[src/rtl/core/ndt_pkg.sv]
// shared constants, result codes and control structs for the name dedup table
package ndt_pkg;

    localparam int MAX_NAMES_DEF = 64;
    localparam int MAX_LEN_DEF   = 128;

    localparam int CHAR_W   = 8;
    localparam int STATUS_W = 2;
    localparam int SLOT_W   = 6;
    localparam int UCOUNT_W = 7;

    typedef enum logic [STATUS_W-1:0] {
        ST_NEW  = 2'd0,
        ST_DUP  = 2'd1,
        ST_FULL = 2'd2
    } status_t;

    typedef struct packed {
        logic    take_char;
        logic    entry_clr;
        logic    entry_next;
        logic    idx_next;
        logic    copy_wr;
        logic    finish;
        status_t fin_status;
    } dp_cmd_t;

    typedef struct packed {
        logic j_at_count;
        logic full;
        logic len_eq;
        logic byte_eq;
        logic idx_last;
        logic out_free;
    } dp_stat_t;

endpackage

[src/rtl/core/ndt_ctrl.sv]
// sequencer for character intake, table search, row copy and result hand-off
module ndt_ctrl import ndt_pkg::*; (
    input  logic     clk,
    input  logic     rst_n,
    input  logic     in_valid,
    input  logic     in_last,
    input  dp_stat_t stat,
    output logic     in_ready,
    output dp_cmd_t  cmd
);

    typedef enum logic [2:0] {
        S_IDLE,
        S_LEN_WAIT,
        S_LEN_CHK,
        S_BYTE_WAIT,
        S_BYTE_CHK,
        S_COPY_WAIT,
        S_COPY_WR,
        S_DONE
    } state_t;

    state_t  state_reg, state_next;
    status_t fin_reg, fin_next;
    logic    fire;

    assign in_ready = (state_reg == S_IDLE);
    assign fire     = in_valid && in_ready;

    always_comb
    begin
        state_next     = state_reg;
        fin_next       = fin_reg;
        cmd            = '0;
        cmd.fin_status = fin_reg;
        case (state_reg)
            S_IDLE:
            begin
                cmd.take_char = fire;
                if (fire && in_last)
                begin
                    cmd.entry_clr = 1'b1;
                    state_next    = S_LEN_WAIT;
                end
            end
            S_LEN_WAIT:
            begin
                if (stat.j_at_count)
                begin
                    if (stat.full)
                    begin
                        fin_next   = ST_FULL;
                        state_next = S_DONE;
                    end
                    else
                    begin
                        state_next = S_COPY_WAIT;
                    end
                end
                else
                begin
                    state_next = S_LEN_CHK;
                end
            end
            S_LEN_CHK:
            begin
                if (stat.len_eq)
                begin
                    state_next = S_BYTE_WAIT;
                end
                else
                begin
                    cmd.entry_next = 1'b1;
                    state_next     = S_LEN_WAIT;
                end
            end
            S_BYTE_WAIT:
            begin
                state_next = S_BYTE_CHK;
            end
            S_BYTE_CHK:
            begin
                if (!stat.byte_eq)
                begin
                    cmd.entry_next = 1'b1;
                    state_next     = S_LEN_WAIT;
                end
                else if (stat.idx_last)
                begin
                    fin_next   = ST_DUP;
                    state_next = S_DONE;
                end
                else
                begin
                    cmd.idx_next = 1'b1;
                    state_next   = S_BYTE_WAIT;
                end
            end
            S_COPY_WAIT:
            begin
                state_next = S_COPY_WR;
            end
            S_COPY_WR:
            begin
                cmd.copy_wr = 1'b1;
                if (stat.idx_last)
                begin
                    fin_next   = ST_NEW;
                    state_next = S_DONE;
                end
                else
                begin
                    cmd.idx_next = 1'b1;
                    state_next   = S_COPY_WAIT;
                end
            end
            S_DONE:
            begin
                // hold the result until the output word register frees up
                if (stat.out_free)
                begin
                    cmd.finish = 1'b1;
                    state_next = S_IDLE;
                end
            end
            default:
            begin
                state_next = S_IDLE;
            end
        endcase
    end

    always_ff @(posedge clk or negedge rst_n)
    begin
        if (!rst_n)
        begin
            state_reg <= S_IDLE;
            fin_reg   <= ST_NEW;
        end
        else
        begin
            state_reg <= state_next;
            fin_reg   <= fin_next;
        end
    end

endmodule

[config.mk]
export PLATFORM = sky130hd
export DESIGN_NAME = ndt_ctrl
export DESIGN_NICKNAME = d
export VERILOG_FILES = /design/src/rtl/core/ndt_pkg.sv /design/src/rtl/core/ndt_ctrl.sv
export SDC_FILE = /design/constraint.sdc
export NUM_CORES = 1
export LEC_CHECK = 0
export BUFFER_PORTS_ARGS = -buffer_cell sky130_fd_sc_hd__buf_4
export CAP_MARGIN = 20
export CELL_PAD_IN_SITES_DETAIL_PLACEMENT = 1
export CELL_PAD_IN_SITES_GLOBAL_PLACEMENT = 1
export CORE_MARGIN = 3
export CORE_UTILIZATION = 29
export CTS_BUF_LIST = sky130_fd_sc_hd__clkbuf_8 sky130_fd_sc_hd__clkbuf_16
export CTS_CLUSTER_SIZE = 10
export DETAILED_ROUTE_END_ITERATION = 8
export PLACE_DENSITY = 0.75
export SETUP_SLACK_MARGIN = 0.05
export SLEW_MARGIN = 20
export SYNTH_ARGS = -nofsm -noshare
export SYNTH_HDL_FRONTEND = slang
export SYNTH_SLANG_ARGS = --single-unit
[constraint.sdc]
create_clock -name clk -period 1.7 [get_ports clk]
set_input_delay 0.085 -clock clk [delete_from_list [all_inputs] [get_ports clk]]
set_output_delay 0.085 -clock clk [all_outputs]
set_load 0.005 [all_outputs]
* Word level (Yosys, flattened, before mapping)
Index checks and enable logic that the tools add are counted.
** Word-level totals
- Register bits :: 5
- Input port bits :: 10
- Output and inout bits :: 9
** Operators by class
- Eq/ne operators :: 14
- Mux-type cells :: 26
- Reduce and logical (&&, ||, !) cells :: 6
** Operator list (number)
- case mux 3 bit (8 select lines) :: 1
- two-way mux 2 bit :: 9
- two-way mux 3 bit :: 5
- == test 3 bit, second input constant :: 4
- inequality test 2 bit, second input constant :: 6
- two-way mux 1 bit :: 8
- == test 3 x 2 -> 1 bit, second input constant :: 2
- case mux 2 bit (3 select lines) :: 1
- AND reduction 6 bit :: 1
- case mux 1 bit (2 select lines) :: 2
- == test 3 x 1 -> 1 bit, second input constant :: 1
- logical NOT 3 bit :: 1
- nonzero test 3 bit :: 1
- logical AND 1 bit :: 2
- inequality test 2 x 1 -> 1 bit, second input constant :: 1
- AND reduction 2 bit :: 1

* Depth between registers and ports, before layout
- Depth in word-level cells :: 5
- Mapped depth :: 4

* Worst setup path after synthesis
Ideal clock, no wire load.
- Path kind :: register -> register
- Start point :: register state_reg[1]
- End point :: register fin_reg[0]
- Arrival time :: 1.195 ns
- Data required time :: 1.569 ns
- Slack :: 0.374 ns
- Cell stages (with the launch flop) :: 5
- Buffers on the path :: 1
- Cell sequence :: dfrtp_1 > buf_6 > and4bb_2 > a221oi_2 > or3_1
** On the way
- Cells in the longest elaborated chain, start to end :: 3
- Elaborated cells between the ends (all ways) :: 11
** RTL lines
- start, declared :: RTL line ndt_ctrl.sv:23 : state_t state_reg, state_next;
- start signal, assigned :: RTL line ndt_ctrl.sv:142 : state_reg <= state_next;
- == test 3 x 1 -> 1 bit / == test 3 bit (equally long branches) :: RTL line ndt_ctrl.sv:36 : case (state_reg)
- inequality test 2 bit (no line) / nonzero test 3 bit (equally long branches)
- AND reduction 6 bit (no line)
- end signal, assigned :: RTL line ndt_ctrl.sv:143 : fin_reg <= fin_next;
- end, declared :: RTL line ndt_ctrl.sv:24 : status_t fin_reg, fin_next;
Parallel ways exist; a longest one is shown, timed or not.
A chain may end at the register's enable or synchronous reset.

==> results.yml <==
critical_path:
  cp.required_ps: 1620
  timing.rr.end: "fin_reg[0]"
  arrival_ps: 1370
  path_cells: "inv_1 > nor3_1 > buf_4"
  endpoint_kind: "output port"
  r2r_setup_slack_ps: 290
  startpoint_type: "flop"
  cpLargestDelayFamily: "flip-flops"
  crit_slowest_cell: "dfrtp_1"
  crit_buf_inv: 2
  path_class: "reg -> out"
  rr_worst_depth: 3
  crit_path_max_incr_delay_ps: 500
  timing.rr.start: "state_reg[2]"
  cp_max_fo: 10
route:
  post-route-drc-count: 0
  viasPerCell: 5.288
  drt-pass1-iter-count: 3
  post_drt_wl_per_cell_um: 14.23
  ant_nets: 0
  vias: 423
  drt_iter0_markers: 2
  wl_um: 1138
synthesis:
  synthSimpleGateAreaFrac: 0.3225
  muxShareOfSynthArea: 0
  synth_top_family_by_area: "simple AND/OR/NAND/NOR gates"
  synthDistinctLibCells: 25
  synth_fp_nets: 56
  synth_fa_ha_area_frac: 0
  synth_compound_area_frac: 0.2280
  synth_xor_area_frac: 0
  postSynthCellCount: 46
  syn_area_per_cell_um2: 8.350
  ys_ff_latch: 5
  yosys_warnings: 0
  syn-cell-area_um2: 384.1
  synth.yosys.seq_area_share: 0.3257
global_route:
  grt_max_degree: 11
  grt_first_pass_wirelength_um: 1835
  grt_use_total: 0.1425
  grt-ovfl-total: 0
  antenna_found_initial: 0
  grt_pass1_vias: 407
sta:
  skew_ps: 4.442
  finalSetupViolCount: 0
  maxSlewViolCount: 0
  clock.fmax_ghz: 0.6887
  fin_crit_sh: 0.8542
  tns_ps: 0
  hold_viol_final: 0
  tightestPinTransition_ps: 288.8
  max_slew_margin: 0.8075
  grt_setup_unrepaired: "no"
  finalCriticalPeriod_ps: 1452
  fin_worst_hold_slack_ps: 137.2
floorplanning:
  die_area_um2: 1797
  die_height_um: 42.40
  ioPinCount: 19
  num_rows: 12
  die_x_um: 42.40
  core-area_um2: 1171
  start_util: 0.3280
power:
  clkPwrFrac: 0.230
  power_density_nw_per_um2: 1646
  peakVddDrop_mv: 0.9145
  leakage_nw: 0.2799
  pwr-share-comb: 0.475
  swShare: 0.3910
  p_total_mw: 0.9329
  p_int_mw: 0.5681
  switchingPower_mw: 0.3648
  seq_power_share: 0.295
cells_and_area:
  antenna_cells: 0
  mostFrequentLayoutCells: "buf_4 (19), inv_1 (5), dfrtp_1 (5), nor2_1 (4), o21ai_0 (4)"
  drive_gt1_frac: 0.3939
  num-nets-final: 77
  fillers: 156
  final_common_cell: "buf_4"
  largest_reg_flops: 3
  syn2layout_area_growth_pct: 47.56
clock_network:
  cts_buffers: 3
  postCtsSetupBuffers: 0
  cts.clk_slew.worst_paths_ps: 40
  clockBufferDepth: 2
  cts_max_level: 1
  cts_tree: "done"
  cts_sinks: 5
  clock_latency_ps: 220
  clockRootBuffer: "clkbuf_8"
min_path:
  hold_start: "stat[4]"
  min_path_type: "in -> reg"
  whs_endpoint: "fin_reg[1]"
  hold-path-cell-count: 2
place:
  port-buffer-count: 18
  place_hpwl_um: 897.4
  place.gp.congestion: 0.8201
run:
  maxCapViolCount: 0
run_status:
  status: "finished clean"
[logic make-up (layout without fill, tap and decap cells)]
logic type      after synthesis  count (layout)
compound gates               12              12
buf+inv                       8              28
flops                         5               5
simple gates                 21              21
[synthesized netlist by cell type]
cell type,count,area (um^2)
a22o_2,1,10.01
a31oi_1,1,6.260
clkbuf_2,1,5.000
nor4_1,3,18.77
or3_1,1,6.260
and3_1,1,6.260
a311oi_1,1,8.760
a221oi_1,1,8.760
nand2_1,2,7.510
nor3b_1,2,15.01
nor2_1,4,15.01
nor3_1,3,15.01
a21oi_1,2,10.01
dfrtp_1,5,125.1
and2b_1,1,7.510
or2_2,1,6.260
inv_1,4,15.01
a221oi_2,1,15.01
buf_6,2,22.52
nand3b_1,1,7.510
buf_2,1,5.000
and2_1,1,6.260
o21ai_0,4,20.02
a211o_1,1,8.760
and4bb_2,1,12.51
[worst max path at each step]
stage	start	end	slack, ps	cells past startpoint
floorplan	state_reg[1]	fin_reg[0]	370	4
global placement	state_reg[1]	fin_reg[0]	330	3
detailed placement	state_reg[1]	fin_reg[0]	270	3
CTS	state_reg[2]	cmd[2]	230	3
global route	state_reg[0]	cmd[2]	110	4
finish	state_reg[2]	cmd[2]	250	3
[final cells by class]
type | count | area (um^2) | area share
multi-input cells | 33 | 211.5 | 0.3731
clock buffers | 3 | 41.29 | 0.07285
inverters | 4 | 15.01 | 0.02649
well taps | 14 | 17.52 | 0.03091
flip-flops and latches | 5 | 125.1 | 0.2208
clock inverters | 1 | 3.754 | 0.006623
repair buffers | 20 | 152.6 | 0.2693
[power by group through the flow]
stage | combinational, mW | clock [mW] | sequential (mW)
3_5_place_dp | 0.447 | 0 | 0.274
5_1_grt | 0.492 | 0.241 | 0.291
2_1_floorplan | 0.384 | 0 | 0.200
4_1_cts | 0.449 | 0.227 | 0.274
6_report | 0.443 | 0.214 | 0.275
3_3_place_gp | 0.451 | 0 | 0.270
[layer usage]
layer	up-vias	GRT usage	routed length [um]	part of all wire
li1	210	-	-	-
met1	199	0.1765	506	0.44
met2	12	0.1915	544	0.48
met3	2	0.08155	75	0.066
met4	0	0.07453	11	0.0097
met5	-	0	0	0
[metrics by stage]
stage               area [um^2]  cells  setup slack, ps  utilization
global placement          511.7     75            334.6       0.4370
finish                    566.8     80            247.9       0.4840
floorplan                 384.1     46            373.7            -
CTS                       566.8     80            233.9       0.4840
global route              566.8     80            110.6       0.4840
detailed placement        511.7     75            271.4       0.4370
[what timing repair did]
action                                 4_1_cts  5_1_grt
endpoints found under the hold margin        5        0
hold buffers                                 1        0
resized for setup                            0        0
No activity file was read; power rests on OpenSTA's default activity.
